## config.mk

```make
export PLATFORM = sky130hd
export DESIGN_NAME = cpct_idx
export DESIGN_NICKNAME = d
export VERILOG_FILES = /design/src/rtl/color_palette_class_table_core_defines.svh /design/src/rtl/cpct_pkg.sv /design/src/rtl/cpct_idx.sv
export SDC_FILE = /design/constraint.sdc
export NUM_CORES = 1
export LEC_CHECK = 0
export CAP_MARGIN = 25
export CORE_AREA = 3 3 40 42
export DETAILED_ROUTE_END_ITERATION = 16
export DIE_AREA = 0 0 43 45
export DONT_BUFFER_PORTS = 1
export GPL_TIMING_DRIVEN = 1
export PLACE_DENSITY = 0.74
export SYNTH_ARGS = -nofsm -noshare
export SYNTH_HDL_FRONTEND = slang
export SYNTH_SLANG_ARGS = --single-unit
```

## constraint.sdc

```tcl
create_clock -name vclk -period 4.95
set_input_delay 0.2475 -clock vclk [all_inputs]
set_output_delay 0.2475 -clock vclk [all_outputs]
set_load 0.03 [all_outputs]
```

## src/rtl/color_palette_class_table_core_defines.svh

```systemverilog
// assertion macros for the palette class table
`ifndef COLOR_PALETTE_CLASS_TABLE_CORE_DEFINES_SVH
`define COLOR_PALETTE_CLASS_TABLE_CORE_DEFINES_SVH

`ifndef SYNTH
// same-cycle implication
`define CPCT_ASSERT_NOW(lbl, ante, cons) \
  lbl: assert property (@(posedge clk_i) disable iff (!rst_ni) (ante) |-> (cons)) \
    else $error("cpct assertion failed");
// next-cycle implication
`define CPCT_ASSERT_NEXT(lbl, ante, cons) \
  lbl: assert property (@(posedge clk_i) disable iff (!rst_ni) (ante) |=> (cons)) \
    else $error("cpct assertion failed");
`else
`define CPCT_ASSERT_NOW(lbl, ante, cons)
`define CPCT_ASSERT_NEXT(lbl, ante, cons)
`endif

`endif

```

## src/rtl/cpct_pkg.sv

```systemverilog
package cpct_pkg;

  localparam int PALETTE_DEPTH = 256;
  localparam int IDX_W         = $clog2(PALETTE_DEPTH);
  localparam int CNT_W         = $clog2(PALETTE_DEPTH + 1);
  localparam int COLOR_W       = 24;
  localparam int VAL_W         = 16;
  localparam int CMP_W         = VAL_W + 1;
  localparam logic [7:0] HALF_Q8 = 8'd128;

  typedef enum logic {
    ACT_CLASSIFY = 1'b0,
    ACT_RENDER   = 1'b1
  } action_e;

  typedef enum logic [2:0] {
    ST_IDLE,
    ST_SEARCH,
    ST_RD,
    ST_RDATA,
    ST_FINISH
  } state_e;

  // result flags, packed in the order of the output tuser
  typedef struct packed {
    logic empty;
    logic full;
    logic fresh;
  } flags_t;

endpackage

```

## src/rtl/cpct_idx.sv

```systemverilog
// clamp and round a signed q8.8 class value into the stored index range
module cpct_idx (
  input  logic signed [cpct_pkg::VAL_W-1:0] class_value_i,
  input  logic        [cpct_pkg::CNT_W-1:0] count_i,
  output logic        [cpct_pkg::IDX_W-1:0] idx_o
);

  logic        [cpct_pkg::IDX_W-1:0] last_idx;
  logic signed [cpct_pkg::CMP_W-1:0] val_ext;
  logic signed [cpct_pkg::CMP_W-1:0] top_ext;
  logic        [7:0]                 int_part;
  logic        [7:0]                 rounded;

  always_comb begin
    last_idx = cpct_pkg::IDX_W'(count_i - cpct_pkg::CNT_W'(1));
    val_ext  = cpct_pkg::CMP_W'(class_value_i);
    top_ext  = $signed({1'b0, cpct_pkg::VAL_W'({last_idx, 8'h00})});
    int_part = class_value_i[15:8];
    // exact half rounds down
    rounded  = int_part + 8'((class_value_i[7:0] > cpct_pkg::HALF_Q8) ? 1 : 0);
    priority if (val_ext > top_ext) begin
      idx_o = last_idx;
    end else if (class_value_i[cpct_pkg::VAL_W-1]) begin
      idx_o = '0;
    end else begin
      idx_o = rounded[cpct_pkg::IDX_W-1:0];
    end
  end

endmodule

```

==> impl_metrics.csv <==
group,metric,value,unit
status,run_status,"completed",
cells_and_area,nFlopsAndLatches,0,
clock_network,ctsHoldBuffers,0,
synthesis,synth_warnings,0,
synthesis,syn_inst,79,
drt,vias_per_cell,5.63,
power,ir_drop,0.0455,mV
drt,postRouteWirelength,1.17,mm
drt,post-route-drc-count,0,
sta,hold_violations,0,
critical_path,cp.arrival,2.73,ns
power,p_total,61.7,uW
clock_network,postCtsSetupRepairBufs,0,
cells_and_area,diodes,0,
critical_path,crit_start,"count_i[2]",
sta,finalSetupTns,0,ns
die,fp.dieArea,1940,um^2
power,clkPwrFrac,0,
die,die_height,45,um
critical_path,critPathTopFamily,"simple AND/OR/NAND/NOR gates",
drt,vias,524,
grt,grt_overflow,0,
power,p_per_area,96.6,nW/um^2
die,initial_core_util,0.491,
critical_path,cp.required,4.70,ns
sta,fin_crit,2.98,ns
power,power.leakage,0.000251,uW
sta,rsz0062_at_grt,"false",
critical_path,critPathMaxFanout,8,
cells_and_area,layout.cells.non_filler,93,
min_path,min_from,"class_value_i[14]",
die,die_w,43,um
power,swShare,0.563,
drt,dr.pass1.iters,2,
critical_path,worstPathCellList,"or4_4 > nor2_1 > xnor2_1 > ha_1 > nand4_1 > o221ai_1 > nor2_1 > nor3_4 > mux2_4",
cells_and_area,final_common_cell,"nor2_1",
critical_path,crit_slowest_cell,"or4_4",
drt,wl_per_cell,12.6,um
grt,grt_max_degree,16,
grt,grtUsageTotal,0.128,
critical_path,setup.worst_path.class,"primary input to output port",
placed_design,io_buffer_count,0,
placed_design,dpl-instance-area,639,um^2
sta,slew_headroom,0.495,
die,fp-row-count,13,
cells_and_area,fillerInstances,133,
critical_path,crit_buf_inv,0,
synthesis,syn_area_per_cell,7.98,um^2
placed_design,dp_hpwl,1.08,mm
clock_network,cts_resized,0,
cells_and_area,final_cell_mix,"14 x nor2_1, 10 x ha_1, 7 x mux2_4",
drt,ant_nets,0,
min_path,min-delay-path-class,"primary input to output port",
cells_and_area,nClkBuffers,0,
die,core,1280,um^2
critical_path,start_kind,"primary input",
sta,fin_crit_sh,0.601,
die,io-pin-count,33,
cells_and_area,seq_area,0,um^2
power,p_comb_frac,1.000,
sta,worstMarginPinSlew,0.751,ns
power,p_sw,34.7,uW
power,intPower,27.0,uW
sta,slew_violations,0,
critical_path,path_common_cell,"nor2_1",
cells_and_area,fin_nets,115,
drt,drt_iter0_drc,1,
grt,grt_first_pass_wirelength,2.05,mm
synthesis,syn_area,631,um^2
grt,antenna_found_initial,0,
cells_and_area,design_area,639,um^2
critical_path,worstSetupEndpointType,"output port",
cells_and_area,areaGrowthSynthToFinish,1.39,%
critical_path,cpPeakStageDelay,0.53,ns
synthesis,ys_types,26,
cells_and_area,drive_gt1_frac,0.218,
run,max_cap_viol_count,0,
placed_design,placed_cells,93,
synthesis,ys_seq_area_frac,0,
sta,max_freq,336,MHz
grt,grt_pass1_vias,512,
synthesis,syn_nets,114,
sta,finalSetupViolations,0,
power,sequentialPowerShare,0,
placed_design,gp_congestion,0.755,
## cell type report
type	count	area, um^2	share of cell area
inverters	3	11.3	0.0176
well taps	15	18.8	0.0294
multi-input cells	75	609	0.953
## cell usage after synthesis (2+ instances only)
cell | n | area share
a21oi_1 | 5 | 0.040
and2b_2 | 2 | 0.028
ha_1 | 10 | 0.20
inv_1 | 3 | 0.018
mux2_4 | 7 | 0.17
nand2_1 | 6 | 0.036
nand3_1 | 4 | 0.032
nor2_1 | 14 | 0.083
nor3_1 | 3 | 0.024
nor4_2 | 2 | 0.040
o21ai_0 | 2 | 0.016
xnor2_1 | 4 | 0.056
xor2_1 | 4 | 0.056
## power groups by stage
stage | clock network, uW | logic [uW] | registers (uW)
final | 0 | 61.7 | 0
after global routing | 0 | 68.8 | 0
after CTS | 0 | 62.8 | 0
after detailed placement | 0 | 62.5 | 0
after global placement | 0 | 61.5 | 0
after floorplan | 0 | 57.3 | 0
## worst paths after layout
path                  endpoint  depth (start not counted)
worst max-delay path  idx_o[0]                          9
worst min-delay path  idx_o[7]                          2
## metrics by stage
stage | utilization | hold slack, ns | worst slack, ns
after CTS | 0.498 | 0.650 | 1.95
after floorplan | - | 0.639 | 2.11
final | 0.498 | 0.646 | 1.97
after detailed placement | 0.498 | 0.650 | 1.96
after global routing | 0.498 | 0.670 | 1.74
after global placement | 0.498 | 0.646 | 1.97
## kinds of logic after synthesis
group | synth area share
AND/OR/NAND/NOR | 0.395
adder cells (fa/ha/maj) | 0.198
XOR/XNOR | 0.137
AO/OA/AOI/OAI | 0.0694
multiplexers | 0.167
buffers and inverters | 0.0337
## routing by layer
layer | vias to the layer above | part of all wire | global-route usage | routed length [um]
met2 | 19 | 0.52 | 0.249 | 606
met4 | 0 | 0 | 0 | 0
met1 | 226 | 0.40 | 0.162 | 470
met3 | 0 | 0.079 | 0.0120 | 92
li1 | 279 | - | - | -
met5 | - | 0 | 0 | 0
Power figures use the tool's default switching activity.
