**config.mk**
```make
export PLATFORM = sky130hd
export DESIGN_NAME = cpct_ram
export DESIGN_NICKNAME = d
export VERILOG_FILES = /design/src/rtl/color_palette_class_table_core_defines.svh /design/src/rtl/cpct_ram.sv
export SDC_FILE = /design/constraint.sdc
export NUM_CORES = 1
export LEC_CHECK = 0
export BUFFER_PORTS_ARGS = -buffer_cell sky130_fd_sc_hd__buf_2
export CAP_MARGIN = 5
export CORE_MARGIN = 3
export CORE_UTILIZATION = 55
export CTS_CLUSTER_SIZE = 14
export DETAILED_ROUTE_END_ITERATION = 8
export PLACE_DENSITY = 0.73
export SLEW_MARGIN = 20
export SYNTH_ARGS = -nofsm -noshare
export SYNTH_HDL_FRONTEND = slang
export SYNTH_SLANG_ARGS = --single-unit
```
**constraint.sdc**
```tcl
create_clock -name clk_i -period 3 [get_ports clk_i]
set_input_delay 0.45 -clock clk_i [delete_from_list [all_inputs] [get_ports clk_i]]
set_output_delay 0.45 -clock clk_i [all_outputs]
set_load 0.01 [all_outputs]
```
**src/rtl/color_palette_class_table_core_defines.svh**
```systemverilog
// assertion macros for the palette class table
`ifndef COLOR_PALETTE_CLASS_TABLE_CORE_DEFINES_SVH
`define COLOR_PALETTE_CLASS_TABLE_CORE_DEFINES_SVH

`ifndef SYNTH
// same-cycle implication
`define CPCT_ASSERT_NOW(lbl, ante, cons) \
  lbl: assert property (@(posedge clk_i) disable iff (!rst_ni) (ante) |-> (cons)) \
    else $error("cpct assertion failed");
// next-cycle implication
`define CPCT_ASSERT_NEXT(lbl, ante, cons) \
  lbl: assert property (@(posedge clk_i) disable iff (!rst_ni) (ante) |=> (cons)) \
    else $error("cpct assertion failed");
`else
`define CPCT_ASSERT_NOW(lbl, ante, cons)
`define CPCT_ASSERT_NEXT(lbl, ante, cons)
`endif

`endif

```
**src/rtl/cpct_ram.sv**
```systemverilog
module cpct_ram #(
  parameter int Width = 8,
  parameter int Depth = 16
) (
  input  logic                     clk_i,
  input  logic                     we_i,
  input  logic [$clog2(Depth)-1:0] waddr_i,
  input  logic [Width-1:0]         wdata_i,
  input  logic                     re_i,
  input  logic [$clog2(Depth)-1:0] raddr_i,
  output logic [Width-1:0]         rdata_o
);

  logic [Width-1:0] mem_q [Depth];
  logic [Width-1:0] rdata_q;

  always_ff @(posedge clk_i) begin
    if (we_i) begin
      mem_q[waddr_i] <= wdata_i;
    end
    if (re_i) begin
      rdata_q <= mem_q[raddr_i];
    end
  end

  assign rdata_o = rdata_q;

endmodule

```
==> results of run 1 <==
## power by group
group | leakage [nW] | internal (W) | switching [W]
Combinational | 0.540 | 0.0000796 | 0.000113
Sequential | 1.24 | 0.00214 | 0.0000141
Clock | 0.295 | 0.00143 | 0.000752
## flip-flops by register name, indices dropped and copies added, names as in the netlist
name / flops
mem_q: 128
rdata_o: 8
## through the flow
stage / hold WS (ns) / instances / util
2_1_floorplan: 0.549 / 229 / -
3_3_place_gp: 0.732 / 384 / 0.616
3_5_place_dp: 0.739 / 384 / 0.616
4_1_cts: 0.307 / 416 / 0.685
5_1_grt: 0.320 / 416 / 0.685
6_report: 0.325 / 416 / 0.685
## kinds of logic (layout without fill, tap and decap cells)
| logic type | Yosys count | count (layout) | synth area share |
|---|---|---|---|
| flip-flops | 136 | 136 | 0.781 |
| AND/OR/NAND/NOR | 35 | 35 | 0.0314 |
| multiplexers | 32 | 32 | 0.148 |
| AO/OA/AOI/OAI | 16 | 16 | 0.0230 |
| buffers and inverters | 10 | 71 | 0.0165 |
## per-layer routing
metal,vias to the layer above,share of wire,GRT usage
met2,96,0.53,0.364
li1,1081,-,-
met4,0,0.017,0.0737
met1,1285,0.39,0.314
met3,14,0.056,0.0490
met5,-,0,0
## worst max-delay path, cell delays in order
cell     delay [ns]
buf_2          0.20
buf_4          0.26
mux4_1         0.57
a22oi_1        0.29
nand2_1        0.08
## placed cells by master (no fill, tap or decap)
cell type / n
a22oi_1: 16
and2_1: 1
and2b_1: 1
buf_2: 26
buf_4: 13
bufinv_16: 5
clkbuf_1: 3
clkbuf_16: 16
clkbuf_8: 1
clkinv_2: 2
clkinv_4: 2
clkinvlp_4: 3
edfxtp_1: 136
mux4_1: 14
mux4_2: 18
nand2_1: 9
nand2b_1: 2
nand3_1: 1
nand3b_1: 2
nor2_1: 13
nor2b_1: 1
nor3_1: 4
or3b_2: 1
## worst max path at each step
stage / to / cells after the start
after global routing: rdata_o[0] / 5
after floorplan: mem_q[0][0] / 2
final: rdata_o[3] / 5
after detailed placement: rdata_o[4] / 5
after CTS: rdata_o[0] / 5
after global placement: rdata_o[3] / 5
## cell type report
type	instances	area share
Clock inverter	12	0.0325
Sequential cell	136	0.664
Tap cell	126	0.0256
Timing Repair Buffer	39	0.0370
Multi-Input combinational cell	83	0.172
Clock buffer	20	0.0691
==> reports/qor.csv, run 1 <==
stage,metric,value,unit
worst_setup_path,worst_r2r_endpoint,rdata_o[2],
yosys,yosys_register_bits,136,
die,starting_density,0.582,
final_layout,diodes,0,
yosys,synth_common_cells,"edfxtp_1 (136), mux4_2 (18), a22oi_1 (16), mux4_1 (14), nor2_1 (13)",
worst_setup_path,crit_path_end_kind,flip-flop,
clocking,number_of_levels_in_the_clock_h_tree,4,
yosys,synth_enable_flop_cells,136,
drt,route.detailed.drc,0,
drt,drt-wirelength-per-cell,25.7,um
timing,final_cycle_share,0.537,
power_and_ir_drop,leakagePower,2.07,nW
placement,place_congestion,0.750,
worst_setup_path,critical_path_peak_fanout,11,
run,maxCapViolations,0,
min_path,hold_path_class,primary input to flip-flop,
timing,timing_worst_slew_pin_value,0.996,ns
worst_setup_path,rr_startpoint,mem_q[9][2],
yosys,post-synth-top-count-cell,edfxtp_1,
yosys,yosys_most_used_dff,edfxtp_1,
outcome,run_status,finished clean,
yosys,synth-seq-area-share,0.781,
die,std_cell_rows,34,
clocking,clock_path_buffers,2,
min_path,hold_path.startpoint,wdata_i[2],
timing,slew-limit-headroom,0.334,
timing,max_freq,0.621,GHz
yosys,synth_area_per_cell,22.8,um2
final_layout,final_net_count,296,
grt,grt_start_max_net_pins,17,
grt,grt_overflow,0,
min_path,worst_hold_path.endpoint,mem_q[14][2],
placement,number_of_port_buffers,26,
yosys,mappedNetlistNets,248,
clocking,clkSinkCount,136,
final_layout,final_layout_size_suffix_gt1_frac,0.300,
final_layout,finalInstanceArea,6150,um2
timing,worst_slack,1.39,ns
clocking,cts_hold_repair.buffers,0,
clocking,post_cts.resized_instances,0,
die,area_of_the_die,10700,um2
yosys,synthArstFlopShare,0,
clocking,tritoncts.num_buffers,17,
yosys,post_synth_main_area_contributors,"edfxtp_1 (78%), mux4_2 (7.8%), mux4_1 (7.0%), a22oi_1 (2.3%), nor2_1 (0.93%)",
die,floorplan.io_pins,27,
worst_setup_path,cp.arrival,1.86,ns
min_path,min_path_cells,1,
worst_setup_path,critical_path.startpoint_type,primary input,
drt,route.antenna.remaining_nets,0,
drt,number_of_vias_after_detailed_routing,2476,
final_layout,syn2layout_area_growth,17.7,%
yosys,synth_area,5230,um2
placement,placement.cell_area,5530,um2
final_layout,fill_cells,553,
final_layout,seqCellArea,4080,um2
yosys,synthesis.instances,229,
drt,viasPerCell,5.95,
drt,route.final.wire_length,10700,um
worst_setup_path,timing.critical_path.required,3.24,ns
timing,timing.final.hold_violations,0,
timing,finalSetupViolations,0,
power_and_ir_drop,power.total,0.00453,W
placement,pre_cts_slack,0.875,ns
timing,maxSlewViolCount,0,
grt,via_count_of_the_first_global_routing_pass,2592,
die,die_w,103,um
timing,rsz0062_at_grt,no,
yosys,number_of_warning_messages_in_the_yosys_log,0,
placement,dp_hpwl,6290,um
grt,initial_antenna_violation_count,0,
drt,drt_pass1_iterations,4,
yosys,synth_cell_types,18,
worst_setup_path,number_of_cell_instances_on_the_worst_register_to_register_path,3,
yosys,netlist.top_cell.by_area,edfxtp_1,
die,design.core.area,8980,um2
die,chipHeight,103,um
drt,drt_first_iter_violations,242,
power_and_ir_drop,peakVddDrop,0.487,mV
clocking,clock_tree_from_tritoncts,built,
clocking,clkLatencyLatePin,0.50,ns
clocking,clk_root_buffer_cell,clkbuf_8,
yosys,synth_top_cell_area_share,0.781,
worst_setup_path,crit_startpoint,raddr_i[0],
timing,finalWorstPathRequiredPeriod,1.61,ns
grt,groute.usage.overall,0.226,
clocking,cts.reportedPaths.clkPinSlew,0.06,ns
grt,first_pass_grt_wire_length,16400,um
worst_setup_path,critPathKind,primary input to flip-flop,
final_layout,multiInputGateArea,1060,um2
power_and_ir_drop,power_density,737,nW/um2
worst_setup_path,r2r_setup_slack,1.44,ns
timing,timing.clock.skew,0.0118,ns
timing,final.setup.tns,0,ns
clocking,post_cts_setup_bufs,0,
(Power assumes the default switching activity.)
==> run 2, diff against run 1 <==
--- a/config.mk
+++ b/config.mk
@@ -5,13 +5,14 @@
 export SDC_FILE = /design/constraint.sdc
 export NUM_CORES = 1
 export LEC_CHECK = 0
+export ABC_AREA = 1
 export BUFFER_PORTS_ARGS = -buffer_cell sky130_fd_sc_hd__buf_2
 export CAP_MARGIN = 5
 export CORE_MARGIN = 3
 export CORE_UTILIZATION = 55
 export CTS_CLUSTER_SIZE = 14
 export DETAILED_ROUTE_END_ITERATION = 8
-export PLACE_DENSITY = 0.73
+export PLACE_DENSITY = 0.75
 export SLEW_MARGIN = 20
 export SYNTH_ARGS = -nofsm -noshare
 export SYNTH_HDL_FRONTEND = slang
==> constraint.sdc (replaced) <==
create_clock -name clk_i -period 1.4 [get_ports clk_i]
set_input_delay 0.21 -clock clk_i [delete_from_list [all_inputs] [get_ports clk_i]]
set_output_delay 0.21 -clock clk_i [all_outputs]
set_load 0.01 [all_outputs]
==> reports/qor.csv, run 2 <==
stage,metric,value,unit
outcome,run_status,finished clean,
die,die_w,109,um
timing,rsz0062_at_grt,no,
yosys,post-synth-top-count-cell,nand2_1,
timing,timing.clock.skew,0.00660,ns
clocking,clkSinkCount,136,
yosys,post_synth_fa_ha_maj_area_fraction,0,
yosys,post_synth_xor_area_fraction,0,
yosys,synthesis.instances,551,
clocking,clock_tree_from_tritoncts,built,
clocking,clock_path_buffers,2,
yosys,synth_common_cells,"nand2_1 (173), edfxtp_1 (136), inv_1 (100), nand3_1 (97), nor2_1 (17)",
grt,grt.met1_usage,0.323,
yosys,netlist.top_cell.by_area,edfxtp_1,
placement,number_of_port_buffers,26,
final_layout,most_common_cell_after_layout_fill_and_taps_aside,nand2_1,
final_layout,finalInstanceArea,6750,um2
timing,max_freq,0.779,GHz
grt,grtUsageMet3,0.0580,
yosys,synth_area,5850,um2
die,chipHeight,109,um
min_path,hold_path_class,primary input to flip-flop,
worst_setup_path,timing.critical_path.required,1.19,ns
worst_setup_path,path_cells,buf_2,
die,area_of_the_die,11900,um2
grt,grt_start_max_net_pins,47,
final_layout,final_net_count,615,
drt,route.final.wire_length,13300,um
final_layout,largest_reg_flops,128,
clocking,number_of_levels_in_the_clock_h_tree,4,
yosys,number_of_warning_messages_in_the_yosys_log,0,
drt,route.detailed.drc,0,
worst_setup_path,critPathSlowestCell,edfxtp_1,
yosys,synth_cell_types,11,
min_path,hold_path.startpoint,re_i,
grt,first_pass_grt_wire_length,20900,um
final_layout,finish.cell_count_without_fillers,745,
drt,route.antenna.remaining_nets,0,
die,design.core.area,10300,um2
yosys,post_synth_main_area_contributors,"edfxtp_1 (70%), nand2_1 (11%), nand3_1 (8.3%), inv_1 (6.4%), buf_6 (1.2%)",
die,std_cell_rows,37,
clocking,post_cts_setup_bufs,0,
grt,globalRouteMet2Util,0.393,
worst_setup_path,critical_path_peak_fanout,1,
drt,drt_first_iter_violations,329,
yosys,synth-compound-area-share,0,
grt,grt_overflow,0,
final_layout,diodes,0,
yosys,simple_gate_fraction_of_synth_area,0.208,
clocking,post_cts.resized_instances,0,
clocking,tritoncts.num_buffers,17,
die,floorplan.io_pins,27,
worst_setup_path,crit_path_end_kind,output pin,
run,maxCapViolations,0,
final_layout,syn2layout_area_growth,15.4,%
yosys,synth-seq-area-share,0.698,
clocking,clk_root_buffer_cell,clkbuf_8,
yosys,yosys_most_used_dff,edfxtp_1,
placement,dp_hpwl,8250,um
grt,initial_antenna_violation_count,0,
worst_setup_path,critPathKind,flip-flop to output pin,
power_and_ir_drop,power_density,1380,nW/um2
timing,finalSetupViolations,0,
worst_setup_path,critical_path.top_delay_family,flip-flops,
final_layout,regMostFlops,mem_q,
yosys,mappedNetlistNets,570,
die,starting_density,0.566,
placement,pre_cts_slack,-0.0591,ns
worst_setup_path,critical_path.startpoint_type,flip-flop,
final_layout,most_frequent_cells_in_the_layout,"nand2_1 (173), edfxtp_1 (136), inv_1 (100)",
power_and_ir_drop,peakVddDrop,0.757,mV
yosys,synth_top_family_by_area,simple AND/OR/NAND/NOR gates,
timing,maxSlewViolCount,0,
yosys,yosys_register_bits,136,
timing,timing_worst_slew_pin_value,0.604,ns
yosys,synth_top_cell_area_share,0.698,
drt,number_of_vias_after_detailed_routing,3889,
clocking,cts.reportedPaths.clkPinSlew,0.06,ns
worst_setup_path,crit_startpoint,rdata_o[6],
worst_setup_path,cp.arrival,1.07,ns
timing,slew-limit-headroom,0.597,
drt,drt-wirelength-per-cell,17.8,um
placement,placement.cell_area,6200,um2
grt,grt_most_used_layer,met2,
yosys,synthArstFlopShare,0,
worst_setup_path,crit_buf_inv,1,
final_layout,final_core_util,0.654,
worst_setup_path,rr_startpoint,mem_q[7][5],
drt,viasPerCell,5.22,
grt,groute.usage.overall,0.244,
timing,worst_slack,0.117,ns
final_layout,final_layout_size_suffix_gt1_frac,0.131,
timing,finalWorstPathRequiredPeriod,1.28,ns
clocking,clkLatencyLatePin,0.51,ns
timing,final_hold_slack,0.0658,ns
timing,timing.final.hold_violations,0,
placement,place_congestion,0.888,
placement,placed_cells,713,
worst_setup_path,slowest_delay,0.40,ns
yosys,synth.area.mux_share,0,
timing,final_cycle_share,0.917,
drt,drt_pass1_iterations,5,
yosys,synth_enable_flop_cells,136,
yosys,synth_area_per_cell,10.6,um2
grt,via_count_of_the_first_global_routing_pass,3818,
clocking,cts_hold_repair.buffers,0,
power_and_ir_drop,leakagePower,2.93,nW
[run 2: changes by cell type after synthesis, moves of 10 or more]
cell     before  now
mux4_1       14    0
buf_2         3   13
inv_1         0  100
nand2_1       9  173
mux4_2       18    0
nand3_1       1   97
a22oi_1      16    0
[run 2: report_power, final]
part           internal, W  total, W  leakage [nW]  switching (W)
clock              0.00250   0.00413         0.264        0.00163
combinational     0.000172  0.000574          1.43       0.000402
sequential         0.00459   0.00461          1.24      0.0000259
total              0.00726   0.00932          2.93        0.00206
[run 2: routing by layer]
metal  vias up  wire, um
met4         0       309
met1      1822      5570
met5         -         0
met2       176      6450
li1       1867         -
met3        24       962
[run 2: metrics by stage]
stage               power (W)  TNS, ns
floorplan             0.00502        0
global placement      0.00526   -0.158
detailed placement    0.00527   -0.268
CTS                   0.00935        0
global route          0.00963        0
finish                0.00932        0
[run 2: final timing paths]
check	to	slack (ns)	cells after the start
max reg2reg	rdata_o[5]	0.19	6
max	rdata_o[6]	0.12	1
min	rdata_o[3]	0.07	1
min reg2reg	rdata_o[5]	0.75	6
[run 2: area by class of cell]
type                            count  area, um2
Clock inverter                     15        135
Inverter                          102        383
Sequential cell                   136       4080
Tap cell                          136        170
Fill cell                         791       3580
Clock buffer                       17        414
Timing Repair Buffer               50        348
Multi-Input combinational cell    289       1210
[run 2: logic make-up after synthesis]
kind of cell / Yosys count
simple gates: 289
flops: 136
buf+inv: 126
==> run 3, diff against run 2 <==
--- a/config.mk
+++ b/config.mk
@@ -8,11 +8,13 @@
 export ABC_AREA = 1
 export BUFFER_PORTS_ARGS = -buffer_cell sky130_fd_sc_hd__buf_2
 export CAP_MARGIN = 5
+export CELL_PAD_IN_SITES_DETAIL_PLACEMENT = 2
+export CELL_PAD_IN_SITES_GLOBAL_PLACEMENT = 2
 export CORE_MARGIN = 3
-export CORE_UTILIZATION = 55
+export CORE_UTILIZATION = 37
 export CTS_CLUSTER_SIZE = 14
 export DETAILED_ROUTE_END_ITERATION = 8
-export PLACE_DENSITY = 0.75
+export PLACE_DENSITY_LB_ADDON = 0.1
 export SLEW_MARGIN = 20
 export SYNTH_ARGS = -nofsm -noshare
 export SYNTH_HDL_FRONTEND = slang
==> reports/qor.csv, run 3 (synthesis results as in run 2) <==
stage,metric,value,unit
outcome,run_status,finished clean,
die,design.core.area,15300,um2
clocking,tritoncts.num_buffers,17,
timing,timing_worst_slew_pin_value,0.384,ns
power_and_ir_drop,net-switching-power,0.00204,W
die,area_of_the_die,17300,um2
worst_setup_path,number_of_cell_instances_on_the_worst_register_to_register_path,6,
final_layout,regMostFlops,mem_q,
worst_setup_path,critical_path_peak_fanout,1,
clocking,clkSinkCount,136,
clocking,post_cts_setup_bufs,0,
worst_setup_path,crit_path_end_kind,output pin,
final_layout,diodes,0,
placement,number_of_port_buffers,26,
grt,first_pass_grt_wire_length,26900,um
min_path,hold_path_class,primary input to flip-flop,
power_and_ir_drop,power_frac_comb,0.069,
clocking,post_cts.resized_instances,0,
worst_setup_path,critical_path_cell_count,1,
drt,route.detailed.drc,0,
clocking,cts.reportedPaths.clkPinSlew,0.05,ns
final_layout,final_core_util,0.451,
final_layout,most_frequent_cells_in_the_layout,"nand2_1 (173), edfxtp_1 (136), inv_1 (100)",
final_layout,fill_cells,1610,
drt,drt-wirelength-per-cell,20.6,um
grt,groute.usage.overall,0.209,
min_path,hold_path.startpoint,re_i,
worst_setup_path,critPathSlowestCell,edfxtp_1,
die,starting_density,0.382,
timing,slew-limit-headroom,0.744,
die,std_cell_rows,45,
placement,dp_hpwl,11300,um
drt,route.antenna.remaining_nets,0,
power_and_ir_drop,power_density,1340,nW/um2
drt,drt_pass1_iterations,4,
worst_setup_path,slowest_delay,0.44,ns
final_layout,largest_reg_flops,128,
clocking,cts_hold_repair.buffers,0,
clocking,clock_tree_from_tritoncts,built,
worst_setup_path,rr_startpoint,mem_q[1][4],
drt,number_of_vias_after_detailed_routing,4050,
power_and_ir_drop,pwr-share-seq,0.501,
worst_setup_path,worst_r2r_endpoint,rdata_o[4],
final_layout,syn2layout_area_growth,18.2,%
final_layout,most_common_cell_after_layout_fill_and_taps_aside,nand2_1,
power_and_ir_drop,power.share.switching,0.220,
clocking,clk_root_buffer_cell,clkbuf_16,
timing,final_cycle_share,0.889,
die,die_w,132,um
worst_setup_path,critical_path.top_delay_family,flip-flops,
clocking,clock_path_buffers,2,
grt,grt_start_max_net_pins,33,
clocking,clkLatencyLatePin,0.41,ns
final_layout,finish.cell_count_without_fillers,829,
power_and_ir_drop,peakVddDrop,0.820,mV
timing,timing.final.hold_violations,0,
timing,max_freq,0.803,GHz
grt,initial_antenna_violation_count,0,
worst_setup_path,critPathKind,flip-flop to output pin,
final_layout,final_net_count,625,
placement,placed_cells,798,
min_path,worst_hold_path.endpoint,rdata_o[4],
timing,finalWorstPathRequiredPeriod,1.24,ns
grt,grt_overflow,0,
power_and_ir_drop,fraction_of_power_consumed_by_the_clock_network,0.430,
worst_setup_path,r2r_setup_slack,0.20,ns
die,floorplan.io_pins,27,
final_layout,final_layout_size_suffix_gt1_frac,0.133,
power_and_ir_drop,power.internal,0.00720,W
worst_setup_path,crit_buf_inv,1,
worst_setup_path,cp.arrival,1.03,ns
worst_setup_path,critical_path.startpoint_type,flip-flop,
clocking,number_of_levels_in_the_clock_h_tree,4,
run,maxCapViolations,0,
drt,drt_first_iter_violations,282,
min_path,min_path_cells,1,
timing,maxSlewViolCount,0,
drt,route.final.wire_length,17100,um
grt,via_count_of_the_first_global_routing_pass,4568,
timing,timing.clock.skew,0.00309,ns
worst_setup_path,path_cells,buf_2,
timing,finalSetupViolations,0,
power_and_ir_drop,leakagePower,2.98,nW
die,chipHeight,132,um
worst_setup_path,timing.critical_path.required,1.19,ns
drt,viasPerCell,4.89,
timing,rsz0062_at_grt,no,
placement,place_congestion,0.742,
## run 3: changes by cell type in the layout (fill, tap and decap cells not counted), moves of 2 or more
cell        change
buf_12          +3
clkbuf_1        +8
buf_4           +7
clkinv_2        -2
clkinvlp_4      -3
## run 3: how the worst max path moves through the flow
stage	startpoint	to	slack [ns]
after floorplan	waddr_i[2]	mem_q[10][0]	0.24
after global placement	raddr_i[0]	rdata_o[1]	-0.06
after detailed placement	raddr_i[0]	rdata_o[4]	-0.13
after CTS	rdata_o[6]	rdata_o[6]	0.14
after global routing	mem_q[1][4]	rdata_o[4]	0.12
final	rdata_o[6]	rdata_o[6]	0.16
## run 3: cell type report
type                       instances  area [um2]  area share
clock inverter                     6        51.3     0.00742
sequential                       136        4080       0.591
timing repair buffer              60         460      0.0666
inverter                         102         383      0.0554
tap                              211         264      0.0382
multi-input combinational        289        1210       0.176
clock buffer                      25         455      0.0659
## run 3: per-stage QoR
step | TNS (ns) | hold slack (ns) | area [um2] | power (W) | setup slack [ns]
6_report | 0 | 0.179 | 6910 | 0.00923 | 0.155
3_3_place_gp | -0.218 | 0.614 | 6400 | 0.00532 | -0.0601
5_1_grt | 0 | 0.164 | 6910 | 0.00956 | 0.116
4_1_cts | 0 | 0.160 | 6910 | 0.00931 | 0.144
3_5_place_dp | -0.418 | 0.600 | 6400 | 0.00535 | -0.133
2_1_floorplan | 0 | 0.309 | 5850 | 0.00502 | 0.239
## run 3: per-layer routing
metal,track usage,share of wire
met5,0,0
met2,0.363,0.51
met1,0.264,0.43
met3,0.0368,0.045
met4,0.0706,0.018
## run 3: power groups by stage
stage               registers (W)  logic [W]  clock network [W]
floorplan                 0.00470   0.000322                  0
global placement          0.00470   0.000622                  0
detailed placement        0.00471   0.000646                  0
CTS                       0.00462   0.000653            0.00403
global route              0.00463   0.000710            0.00422
finish                    0.00462   0.000638            0.00397
